[src/rtl/core/xxtea_pkg.sv]
// Shared types, constants and the control store for the XXTEA block cipher.
// No dependencies; compiled first.
`default_nettype none

package xxtea_pkg;

   // cipher constants
   localparam logic [31:0] DELTA     = 32'h9E3779B9;
   localparam logic [31:0] KEY_RESET = 32'hDEADBEEF;

   // field and port widths
   localparam int WORD_W      = 32;
   localparam int CSR_INDEX_W = 4;
   localparam int CSR_DATA_W  = 32;
   localparam int COUNT_MAX_W = 7;   // holds a word count up to 127
   localparam int ROUNDS_W    = 6;   // at most 6 + 52/2 = 32 rounds

   // register map of the configuration port
   typedef enum logic [CSR_INDEX_W-1:0] {
      CSR_KEY_0 = 4'd0,
      CSR_KEY_1 = 4'd1,
      CSR_KEY_2 = 4'd2,
      CSR_KEY_3 = 4'd3
   } csr_index_type;

   // control store addresses
   typedef enum logic [3:0] {
      ST_IDLE      = 4'd0,
      ST_DISPATCH  = 4'd1,
      ST_INIT      = 4'd2,
      ST_LOAD      = 4'd3,
      ST_ROUND     = 4'd4,
      ST_READ      = 4'd5,
      ST_MIX       = 4'd6,
      ST_UPDATE    = 4'd7,
      ST_END_ROUND = 4'd8,
      ST_EMIT_RD   = 4'd9,
      ST_EMIT_WAIT = 4'd10,
      ST_EMIT_PUSH = 4'd11,
      ST_DONE      = 4'd12,
      ST_ERR_WAIT  = 4'd13,
      ST_ERR_PUSH  = 4'd14,
      ST_SPARE     = 4'd15
   } step_type;

   // jump conditions
   typedef enum logic [2:0] {
      C_NEVER       = 3'd0,
      C_ALWAYS      = 3'd1,
      C_LAST_BEAT   = 3'd2,
      C_BAD_BLOCK   = 3'd3,
      C_PASS_MORE   = 3'd4,
      C_ROUNDS_MORE = 3'd5,
      C_OUT_FREE    = 3'd6,
      C_WORDS_MORE  = 3'd7
   } cond_type;

   // one control word
   typedef struct packed {
      logic     in_ready;     // take input beats
      logic     addr_carry;   // read port 0 fetches the first carry word
      logic     ld_rounds;    // load round count from block length
      logic     ld_carry;     // carry word and start sum
      logic     round_start;  // reset index, bump sum when encrypting
      logic     mix;          // register the two mix terms
      logic     update;       // write back one word, step the index
      logic     round_end;    // count a round down, clear the index
      logic     out_word;     // push a data word to the output register
      logic     out_err;      // push an error beat to the output register
      logic     clear_block;  // drop block length, overflow and direction
      cond_type cond;
      logic     hold;         // stay on this step when the jump is not taken
      step_type target;
   } uop_type;

   // control program: jump to target when cond holds, else hold or fall through
   function automatic uop_type ucode(step_type s);
      uop_type u;
      u        = '0;
      u.cond   = C_NEVER;
      u.target = ST_IDLE;
      case (s)
         ST_IDLE: begin
            u.in_ready = 1'b1;
            u.cond     = C_LAST_BEAT;
            u.hold     = 1'b1;
            u.target   = ST_DISPATCH;
         end
         ST_DISPATCH: begin
            u.cond   = C_BAD_BLOCK;
            u.target = ST_ERR_WAIT;
         end
         ST_INIT: begin
            u.addr_carry = 1'b1;
            u.ld_rounds  = 1'b1;
         end
         ST_LOAD: begin
            u.ld_carry = 1'b1;
         end
         ST_ROUND: begin
            u.round_start = 1'b1;
         end
         ST_READ: begin
            // read addresses follow the index; data lands next cycle
         end
         ST_MIX: begin
            u.mix = 1'b1;
         end
         ST_UPDATE: begin
            u.update = 1'b1;
            u.cond   = C_PASS_MORE;
            u.target = ST_READ;
         end
         ST_END_ROUND: begin
            u.round_end = 1'b1;
            u.cond      = C_ROUNDS_MORE;
            u.target    = ST_ROUND;
         end
         ST_EMIT_RD: begin
            // fetch the word at the index
         end
         ST_EMIT_WAIT: begin
            u.cond   = C_OUT_FREE;
            u.hold   = 1'b1;
            u.target = ST_EMIT_PUSH;
         end
         ST_EMIT_PUSH: begin
            u.out_word = 1'b1;
            u.cond     = C_WORDS_MORE;
            u.target   = ST_EMIT_RD;
         end
         ST_DONE: begin
            u.clear_block = 1'b1;
            u.cond        = C_ALWAYS;
            u.target      = ST_IDLE;
         end
         ST_ERR_WAIT: begin
            u.cond   = C_OUT_FREE;
            u.hold   = 1'b1;
            u.target = ST_ERR_PUSH;
         end
         ST_ERR_PUSH: begin
            u.out_err = 1'b1;
            u.cond    = C_ALWAYS;
            u.target  = ST_DONE;
         end
         default: begin
            u.cond   = C_ALWAYS;
            u.target = ST_IDLE;
         end
      endcase
      return u;
   endfunction

   // round count 6 + 52/n for n >= 2
   function automatic logic [ROUNDS_W-1:0] rounds_for(logic [COUNT_MAX_W-1:0] n);
      logic [ROUNDS_W-1:0] r;
      if (n <= 7'd2)       r = 6'd32;
      else if (n == 7'd3)  r = 6'd23;
      else if (n == 7'd4)  r = 6'd19;
      else if (n == 7'd5)  r = 6'd16;
      else if (n == 7'd6)  r = 6'd14;
      else if (n == 7'd7)  r = 6'd13;
      else if (n == 7'd8)  r = 6'd12;
      else if (n <= 7'd10) r = 6'd11;
      else if (n <= 7'd13) r = 6'd10;
      else if (n <= 7'd17) r = 6'd9;
      else if (n <= 7'd26) r = 6'd8;
      else if (n <= 7'd52) r = 6'd7;
      else                 r = 6'd6;
      return r;
   endfunction

endpackage

`default_nettype wire

[src/rtl/core/xxtea_if.sv]
// Valid/ready channel interfaces for the XXTEA block cipher.
// Depends on xxtea_pkg for the word width.
`default_nettype none

interface xxtea_req_if;
   logic                         valid;
   logic                         ready;
   logic                         action;
   logic [xxtea_pkg::WORD_W-1:0] word_in;
   logic                         last_in;

   modport source (output valid, output action, output word_in, output last_in,
                   input ready);
   modport sink   (input valid, input action, input word_in, input last_in,
                   output ready);
endinterface

interface xxtea_rsp_if;
   logic                         valid;
   logic                         ready;
   logic [xxtea_pkg::WORD_W-1:0] word_out;
   logic                         last_out;
   logic                         error;

   modport source (output valid, output word_out, output last_out, output error,
                   input ready);
   modport sink   (input valid, input word_out, input last_out, input error,
                   output ready);
endinterface

`default_nettype wire

[src/rtl/core/xxtea_block_cipher_top.sv]
// XXTEA block cipher: block store, key registers and a microcoded sequencer.
// Depends on xxtea_pkg and the channel interfaces in xxtea_if.sv.
//
//   channel   direction  beat carries                  handshake
//   req_chan  in         action, word_in, last_in      valid/ready
//   rsp_chan  out        word_out, last_out, error     valid/ready
//   csr_*     in         key word index and data       write enable only
//
// Words of a block are taken one per cycle while the sequencer sits idle.
// A block of n words then runs R = 6 + 52/n rounds, each a pass of the three-step
// word update (read, mix, write) of the one mixing unit over every word; each result
// beat is then read, waits for a free output register and is pushed.
// Synchronous active-high reset; the store itself is not cleared.
// A stalled result holds in the output register; the sequencer waits on it.
`default_nettype none

module xxtea_block_cipher_top #(
   parameter int MAX_WORDS = 16
) (
   input  wire                                  clock,
   input  wire                                  reset,
   xxtea_req_if.sink                            req_chan,
   xxtea_rsp_if.source                          rsp_chan,
   input  wire                                  csr_wr_en,
   input  wire  [xxtea_pkg::CSR_INDEX_W-1:0]    csr_index,
   input  wire  [xxtea_pkg::CSR_DATA_W-1:0]     csr_wr_data
);
   import xxtea_pkg::*;

   localparam int CW = $clog2(MAX_WORDS + 1);
   localparam int IW = $clog2(MAX_WORDS);
   localparam int KEY_WORDS_N = 4;

   // sequencer
   step_type upc_ff, upc_in;
   uop_type  uop;
   logic     cond_hit;

   // block bookkeeping
   logic [CW-1:0] cnt_ff;
   logic          ovf_ff;
   logic          dir_ff;

   // datapath
   logic [WORD_W-1:0]   key_ff [KEY_WORDS_N];
   logic [WORD_W-1:0]   store_mem [MAX_WORDS];
   logic [WORD_W-1:0]   rd0_ff, rd1_ff;
   logic [WORD_W-1:0]   carry_ff, sum_ff, a_ff, b_ff;
   logic [ROUNDS_W-1:0] rounds_ff;
   logic [IW-1:0]       p_ff;

   // output register
   logic              rsp_valid_ff;
   logic [WORD_W-1:0] rsp_word_ff;
   logic              rsp_last_ff;
   logic              rsp_err_ff;

   logic              req_beat;
   logic              store_room;
   logic [IW-1:0]     last_idx;
   logic [IW-1:0]     addr0, addr1;
   logic              mem_we;
   logic [IW-1:0]     mem_waddr;
   logic [WORD_W-1:0] mem_wdata;
   logic [WORD_W-1:0] mix_y, mix_z, a_in, b_in, f_val, new_word;
   logic [1:0]        key_idx;

   assign req_beat   = req_chan.valid & req_chan.ready;
   assign store_room = cnt_ff < CW'(MAX_WORDS);
   assign last_idx   = IW'(cnt_ff - CW'(1));

   // control word for the current step
   always_comb begin
      uop = ucode(upc_ff);
   end

   // jump condition and next step
   always_comb begin
      case (uop.cond)
         C_NEVER:       cond_hit = 1'b0;
         C_ALWAYS:      cond_hit = 1'b1;
         C_LAST_BEAT:   cond_hit = req_beat & req_chan.last_in;
         C_BAD_BLOCK:   cond_hit = ovf_ff | (cnt_ff < CW'(2));
         C_PASS_MORE:   cond_hit = dir_ff ? (p_ff != '0) : (p_ff != last_idx);
         C_ROUNDS_MORE: cond_hit = rounds_ff != ROUNDS_W'(1);
         C_OUT_FREE:    cond_hit = ~rsp_valid_ff | rsp_chan.ready;
         C_WORDS_MORE:  cond_hit = p_ff != last_idx;
         default:       cond_hit = 1'b0;
      endcase
      if (cond_hit) begin
         upc_in = uop.target;
      end else if (uop.hold) begin
         upc_in = upc_ff;
      end else begin
         upc_in = step_type'(upc_ff + 4'd1);
      end
   end

   always_ff @(posedge clock) begin
      if (reset) begin
         upc_ff <= ST_IDLE;
      end else begin
         upc_ff <= upc_in;
      end
   end

   // memory addressing: port 0 is the word at the index or the first carry,
   // port 1 the neighbor that feeds the mix
   always_comb begin
      if (uop.addr_carry) begin
         addr0 = dir_ff ? '0 : last_idx;
      end else begin
         addr0 = p_ff;
      end
      if (dir_ff) begin
         addr1 = (p_ff == '0) ? last_idx : p_ff - IW'(1);
      end else begin
         addr1 = (p_ff == last_idx) ? '0 : p_ff + IW'(1);
      end
   end

   // mix terms
   always_comb begin
      mix_y    = dir_ff ? carry_ff : rd1_ff;
      mix_z    = dir_ff ? rd1_ff : carry_ff;
      a_in     = ((mix_z >> 5) ^ (mix_y << 2)) + ((mix_y >> 3) ^ (mix_z << 4));
      key_idx  = 2'(p_ff) ^ sum_ff[3:2];
      b_in     = (sum_ff ^ mix_y) + (key_ff[key_idx] ^ mix_z);
      f_val    = a_ff ^ b_ff;
      new_word = dir_ff ? rd0_ff - f_val : rd0_ff + f_val;
   end

   // store write port: input beats while idle, updated words while running
   always_comb begin
      mem_we    = uop.update | (req_beat & store_room);
      mem_waddr = uop.update ? p_ff : IW'(cnt_ff);
      mem_wdata = uop.update ? new_word : req_chan.word_in;
   end

   always_ff @(posedge clock) begin
      if (mem_we) begin
         store_mem[mem_waddr] <= mem_wdata;
      end
      rd0_ff <= store_mem[addr0];
      rd1_ff <= store_mem[addr1];
   end

   // key registers
   always_ff @(posedge clock) begin
      if (reset) begin
         for (int i = 0; i < KEY_WORDS_N; i++) begin
            key_ff[i] <= KEY_RESET;
         end
      end else if (csr_wr_en && csr_index <= CSR_KEY_3) begin
         key_ff[csr_index[1:0]] <= csr_wr_data;
      end
   end

   // block length, overflow flag and direction
   always_ff @(posedge clock) begin
      if (reset) begin
         cnt_ff <= '0;
         ovf_ff <= 1'b0;
         dir_ff <= 1'b0;
      end else if (uop.clear_block) begin
         cnt_ff <= '0;
         ovf_ff <= 1'b0;
         dir_ff <= 1'b0;
      end else if (req_beat) begin
         if (cnt_ff == '0 && !ovf_ff) begin
            dir_ff <= req_chan.action;
         end
         if (store_room) begin
            cnt_ff <= cnt_ff + CW'(1);
         end else begin
            ovf_ff <= 1'b1;
         end
      end
   end

   // round state and mixing registers
   always_ff @(posedge clock) begin
      if (uop.ld_rounds) begin
         rounds_ff <= rounds_for(COUNT_MAX_W'(cnt_ff));
      end else if (uop.round_end) begin
         rounds_ff <= rounds_ff - ROUNDS_W'(1);
      end

      if (uop.ld_carry) begin
         sum_ff <= dir_ff ? 32'(rounds_ff * DELTA) : '0;
      end else if (uop.round_start && !dir_ff) begin
         sum_ff <= sum_ff + DELTA;
      end else if (uop.round_end && dir_ff) begin
         sum_ff <= sum_ff - DELTA;
      end

      if (uop.ld_carry) begin
         carry_ff <= rd0_ff;
      end else if (uop.update) begin
         carry_ff <= new_word;
      end

      if (uop.round_start) begin
         p_ff <= dir_ff ? last_idx : '0;
      end else if (uop.update) begin
         p_ff <= dir_ff ? p_ff - IW'(1) : p_ff + IW'(1);
      end else if (uop.round_end) begin
         p_ff <= '0;
      end else if (uop.out_word) begin
         p_ff <= p_ff + IW'(1);
      end

      if (uop.mix) begin
         a_ff <= a_in;
         b_ff <= b_in;
      end
   end

   // output register
   always_ff @(posedge clock) begin
      if (reset) begin
         rsp_valid_ff <= 1'b0;
      end else if (uop.out_word || uop.out_err) begin
         rsp_valid_ff <= 1'b1;
      end else if (rsp_chan.ready) begin
         rsp_valid_ff <= 1'b0;
      end
   end

   always_ff @(posedge clock) begin
      if (uop.out_word) begin
         rsp_word_ff <= rd0_ff;
         rsp_last_ff <= p_ff == last_idx;
         rsp_err_ff  <= 1'b0;
      end else if (uop.out_err) begin
         rsp_word_ff <= '0;
         rsp_last_ff <= 1'b1;
         rsp_err_ff  <= 1'b1;
      end
   end

   assign req_chan.ready    = uop.in_ready;
   assign rsp_chan.valid    = rsp_valid_ff;
   assign rsp_chan.word_out = rsp_word_ff;
   assign rsp_chan.last_out = rsp_last_ff;
   assign rsp_chan.error    = rsp_err_ff;

endmodule

`default_nettype wire

[src/flat_wrapper.sv]
// flat-port wrapper written by rule: the top's interface ports become plain ports
module xxtea_block_cipher_top_flat import xxtea_pkg::*;
#(
   parameter int MAX_WORDS = 16
)
  (clock, reset, csr_wr_en, csr_index, csr_wr_data, req_chan_valid, req_chan_action, req_chan_word_in, req_chan_last_in, req_chan_ready, rsp_chan_valid, rsp_chan_word_out, rsp_chan_last_out, rsp_chan_error, rsp_chan_ready);
  xxtea_req_if req_chan_i ();
  xxtea_rsp_if rsp_chan_i ();
  input  wire clock;
  input  wire reset;
  input  wire csr_wr_en;
  input  wire  [xxtea_pkg::CSR_INDEX_W-1:0] csr_index;
  input  wire  [xxtea_pkg::CSR_DATA_W-1:0] csr_wr_data;
  input wire logic [$bits(req_chan_i.valid)-1:0] req_chan_valid;
  input wire logic [$bits(req_chan_i.action)-1:0] req_chan_action;
  input wire logic [$bits(req_chan_i.word_in)-1:0] req_chan_word_in;
  input wire logic [$bits(req_chan_i.last_in)-1:0] req_chan_last_in;
  output wire logic [$bits(req_chan_i.ready)-1:0] req_chan_ready;
  output wire logic [$bits(rsp_chan_i.valid)-1:0] rsp_chan_valid;
  output wire logic [$bits(rsp_chan_i.word_out)-1:0] rsp_chan_word_out;
  output wire logic [$bits(rsp_chan_i.last_out)-1:0] rsp_chan_last_out;
  output wire logic [$bits(rsp_chan_i.error)-1:0] rsp_chan_error;
  input wire logic [$bits(rsp_chan_i.ready)-1:0] rsp_chan_ready;
  assign req_chan_i.valid = req_chan_valid;
  assign req_chan_i.action = req_chan_action;
  assign req_chan_i.word_in = req_chan_word_in;
  assign req_chan_i.last_in = req_chan_last_in;
  assign req_chan_ready = req_chan_i.ready;
  assign rsp_chan_valid = rsp_chan_i.valid;
  assign rsp_chan_word_out = rsp_chan_i.word_out;
  assign rsp_chan_last_out = rsp_chan_i.last_out;
  assign rsp_chan_error = rsp_chan_i.error;
  assign rsp_chan_i.ready = rsp_chan_ready;
  xxtea_block_cipher_top #(.MAX_WORDS(MAX_WORDS)) u_core (.clock(clock), .reset(reset), .req_chan(req_chan_i), .rsp_chan(rsp_chan_i), .csr_wr_en(csr_wr_en), .csr_index(csr_index), .csr_wr_data(csr_wr_data));
endmodule
[config.mk]
export PLATFORM = sky130hd
export DESIGN_NAME = xxtea_block_cipher_top_flat
export DESIGN_NICKNAME = d
export VERILOG_FILES = /design/src/rtl/core/xxtea_pkg.sv /design/src/rtl/core/xxtea_if.sv /design/src/rtl/core/xxtea_block_cipher_top.sv /design/src/flat_wrapper.sv
export SDC_FILE = /design/constraint.sdc
export NUM_CORES = 2
export LEC_CHECK = 0
export BUFFER_PORTS_ARGS = -buffer_cell sky130_fd_sc_hd__buf_2
export CORE_MARGIN = 2
export CORE_UTILIZATION = 58
export CTS_CLUSTER_SIZE = 40
export DETAILED_ROUTE_END_ITERATION = 8
export GPL_ROUTABILITY_DRIVEN = 0
export PLACE_DENSITY = 0.77
export SETUP_SLACK_MARGIN = 0.02
export SYNTH_ARGS = -nofsm -noshare
export SYNTH_HDL_FRONTEND = slang
export SYNTH_SLANG_ARGS = --single-unit
export TNS_END_PERCENT = 100
[constraint.sdc]
create_clock -name clock -period 4.6 [get_ports clock]
set_input_delay 0.23 -clock clock [delete_from_list [all_inputs] [get_ports clock]]
set_output_delay 0.23 -clock clock [all_outputs]
set_load 0.01 [all_outputs]
==> metrics.yaml <==
sta:
  setup_viol: 1
  finClkSkew_ns: 0.0347
  setup_slack_ns: -0.0338
  clock.fmax_mhz: 216
  timing_worst_slew_pin_value_ns: 1.23
  grt_setup_unrepaired: "true"
  hold_ws_ns: 0.0512
  final-max-slew-violation-count: 0
  period_utilization_pct: 101
  timing_hold_violations_final: 0
  finalWorstPathRequiredPeriod_ns: 4.63
  max-slew-margin-rel_pct: 18.1
critical_path:
  critical_path_type: "flop to flop"
  worst_ep_arrival_time_ns: 5.04
  crit_required_ns: 5.00
  critPathLaunchType: "flop"
  timing.reg2reg.setup_slack_ns: -0.03
  worstSetupEndpointType: "flop"
  worst-path-max-fanout: 5
floorplanning:
  die_width_um: 301
  initial_core_util_pct: 58.7
  dieArea_um2: 90400
  io-pin-count: 111
  dieHeight_um: 301
  fp-row-count: 108
  core-area_um2: 87000
logic_synthesis:
  synth.area.mux_share_pct: 2.79
  post_synth_xor_area_fraction_pct: 5.88
  synth.distinct_cells: 87
  synth_compound_area_share_pct: 17.1
  synth_fa_ha_area_share_pct: 6.12
  postSynth.topFlopCell: "sky130_fd_sc_hd__edfxtp_1"
  synth_seq_area_share_pct: 50.7
  ys_ff_latch: 888
  share_of_synthesized_cell_area_in_and_or_nand_and_nor_gates_pct: 14.0
  number_of_flops_mapped_to_enable_cells_by_yosys: 811
  synth-async-reset-ratio_pct: 0
  netlist_area_um2: 51100
  synthesis.area_per_instance_um2: 10.6
  combinational_family_with_the_most_area_after_synthesis: "compound AO/OA/AOI/OAI gates"
  yosys_warnings: 0
  synthCells: 4795
  syn_nets: 5098
clock_tree:
  cts_inserted_buffers: 93
  cts_tree: "built"
  htree_num_levels: 3
  cts_sinks: 888
  clk-insertion-delay-late_ns: 0.67
  cts_buffer_depth: 3
  clkSlewWorstSetupHoldPaths_ns: 0.06
  root_buffer: "sky130_fd_sc_hd__clkbuf_16"
route:
  routedWlPerCell_um: 24.2
  iter_0_drt_violations: 4792
  vias: 40100
  post-route-drc-count: 0
  avg_vias_per_cell: 6.45
  wl_um: 151000
  drtAntennaViolNets: 0
  first_pass_iters: 9
grt:
  grt-ovfl-total: 0
  grtUsageTotal_pct: 32.5
  maximum_number_of_pins_on_one_net_before_global_route_repair: 119
  grt_first_pass_wirelength_um: 223000
  grt_antenna_before_repair: 4
  via_count_of_the_first_global_routing_pass: 37700
final_layout:
  finalNetCount: 5293
  drive_above_1_share_pct: 13.4
  fin_area_um2: 58200
  layout.cells.most_common: "sky130_fd_sc_hd__edfxtp_1"
  antennaDiodeCount: 0
  layout_common_cells: "sky130_fd_sc_hd__edfxtp_1, sky130_fd_sc_hd__nand2_1, sky130_fd_sc_hd__a211oi_1"
  area_delta_synth_final_pct: 14.0
  instances_no_fill: 6224
flow_run:
  max-cap-violations: 0
place:
  place.port_buffers: 110
  placement.cell_area_um2: 54300
  dp.cells: 5998
  detailed_place_hpwl_um: 100000
status:
  result_of_the_run: "finished with violations"
  violations_in_the_final_reports: "negative setup slack"
worst_hold_path:
  min_path_type: "primary input to flop"
==> final timing paths <==
| path | end | startpoint | cells past startpoint |
|---|---|---|---|
| worst min-delay path | u_core.store_mem[11][21] | req_chan_word_in[21] | 4 |
| worst min register to register | u_core.ovf_ff | u_core.ovf_ff | 2 |
| worst max register to register | u_core.sum_ff[28] | u_core.rounds_ff[2] | 18 |
| worst max-delay path | u_core.sum_ff[28] | u_core.rounds_ff[2] | 18 |
==> stage by stage <==
step                      worst slack, ns  util, %  TNS (ns)
after global placement             0.0344     62.4         0
after global routing               -0.148     66.9    -0.440
after detailed placement          -0.0894     62.4     -1.43
after CTS                         0.00804     66.4         0
final                             -0.0338     66.9   -0.0338
after floorplan                    0.0224        -         0
==> cell type report <==
type	instances	area [um2]
inverters	142	533
fillers	6291	28800
clock buffers	126	2570
repair buffers	398	3210
clock inverters	48	517
multi-input cells	3467	24100
well taps	1155	1450
flip-flops and latches	888	25900
==> sequential cells by signal, summed over array words and instances, names as in the netlist <==
name                      count
u_core.key_ff               128
u_core.sum_ff                32
u_core.cnt_ff                 5
u_core.rounds_ff              6
u_core.b_ff                  32
u_core.a_ff                  32
u_core.upc_ff                 4
u_core.dir_ff                 1
u_core.rsp_chan.valid         1
u_core.rd1_ff                32
u_core.ovf_ff                 1
u_core.rsp_chan.error         1
u_core.carry_ff              32
u_core.p_ff                   4
u_core.rd0_ff                32
u_core.store_mem            512
u_core.rsp_chan.last_out      1
u_core.rsp_chan.word_out     32
==> critical path, cell delays in order (launching register included) <==
cell                       delay [ns]
sky130_fd_sc_hd__edfxtp_1        0.43
sky130_fd_sc_hd__inv_2           0.10
sky130_fd_sc_hd__buf_4           0.13
sky130_fd_sc_hd__ha_2            0.32
sky130_fd_sc_hd__fa_1            0.52
sky130_fd_sc_hd__inv_1           0.06
sky130_fd_sc_hd__fa_1            0.53
sky130_fd_sc_hd__inv_1           0.09
sky130_fd_sc_hd__ha_4            0.31
sky130_fd_sc_hd__nor3_1          0.06
sky130_fd_sc_hd__nor2_1          0.15
sky130_fd_sc_hd__a31oi_2         0.13
sky130_fd_sc_hd__o21ai_2         0.18
sky130_fd_sc_hd__a41oi_2         0.17
sky130_fd_sc_hd__and3_4          0.23
sky130_fd_sc_hd__o41ai_4         0.37
sky130_fd_sc_hd__xnor2_1         0.16
sky130_fd_sc_hd__nor2_1          0.06
sky130_fd_sc_hd__or3_1           0.38
==> routing by layer <==
layer  vias to the layer above  GRT usage [%]  wire length, um
met4                         2           17.4             8770
met1                     19200           43.0            56200
li1                      18100              -                -
met2                      2361           51.1            69100
met5                         -              0               13
met3                       469           5.74            16600
==> logic make-up (layout without fill, tap and decap cells) <==
logic type	count (synthesis)	count (layout)
and+or+nand+nor	1485	1485
adders and majority gates	228	228
AOI/OAI and AO/OA	1312	1312
DFF	888	888
muxes	102	102
buffers and inverters	440	714
xor gates and xnor gates	340	340
==> Yosys cell counts, types with 32 or more instances <==
cell type	n	area (um2)
sky130_fd_sc_hd__edfxtp_1	811	24400
sky130_fd_sc_hd__a211oi_1	339	2540
sky130_fd_sc_hd__a21o_1	45	338
sky130_fd_sc_hd__inv_1	141	529
sky130_fd_sc_hd__buf_2	56	280
sky130_fd_sc_hd__nand2_1	683	2560
sky130_fd_sc_hd__clkbuf_1	210	788
sky130_fd_sc_hd__fa_1	36	721
sky130_fd_sc_hd__nor2b_1	152	951
sky130_fd_sc_hd__o21ai_0	149	746
sky130_fd_sc_hd__a31oi_1	148	926
sky130_fd_sc_hd__xnor2_1	211	1850
sky130_fd_sc_hd__ha_1	192	2400
sky130_fd_sc_hd__a21oi_1	331	1660
sky130_fd_sc_hd__nand3_1	40	200
sky130_fd_sc_hd__and2_1	193	1210
sky130_fd_sc_hd__a311oi_1	133	1160
sky130_fd_sc_hd__nor2_1	172	646
sky130_fd_sc_hd__dfxtp_1	77	1540
sky130_fd_sc_hd__mux2i_1	68	681
sky130_fd_sc_hd__nor3_1	42	210
sky130_fd_sc_hd__nand2b_1	124	776
sky130_fd_sc_hd__xor2_1	127	1110
sky130_fd_sc_hd__mux4_2	32	721
==> repair_timing <==
action | CTS | global route
setup endpoints to repair | 34 | 211
hold buffers | 35 | 0
pin swaps | 1 | 36
buffers inserted | 1 | 15
endpoints found under the hold margin | 133 | 0
resized for setup | 2 | 83
cloned | 0 | 1
Power is left out: the tool's default activity adds up to more than one toggle a clock period on the data nets, which glitch-free logic cannot reach.
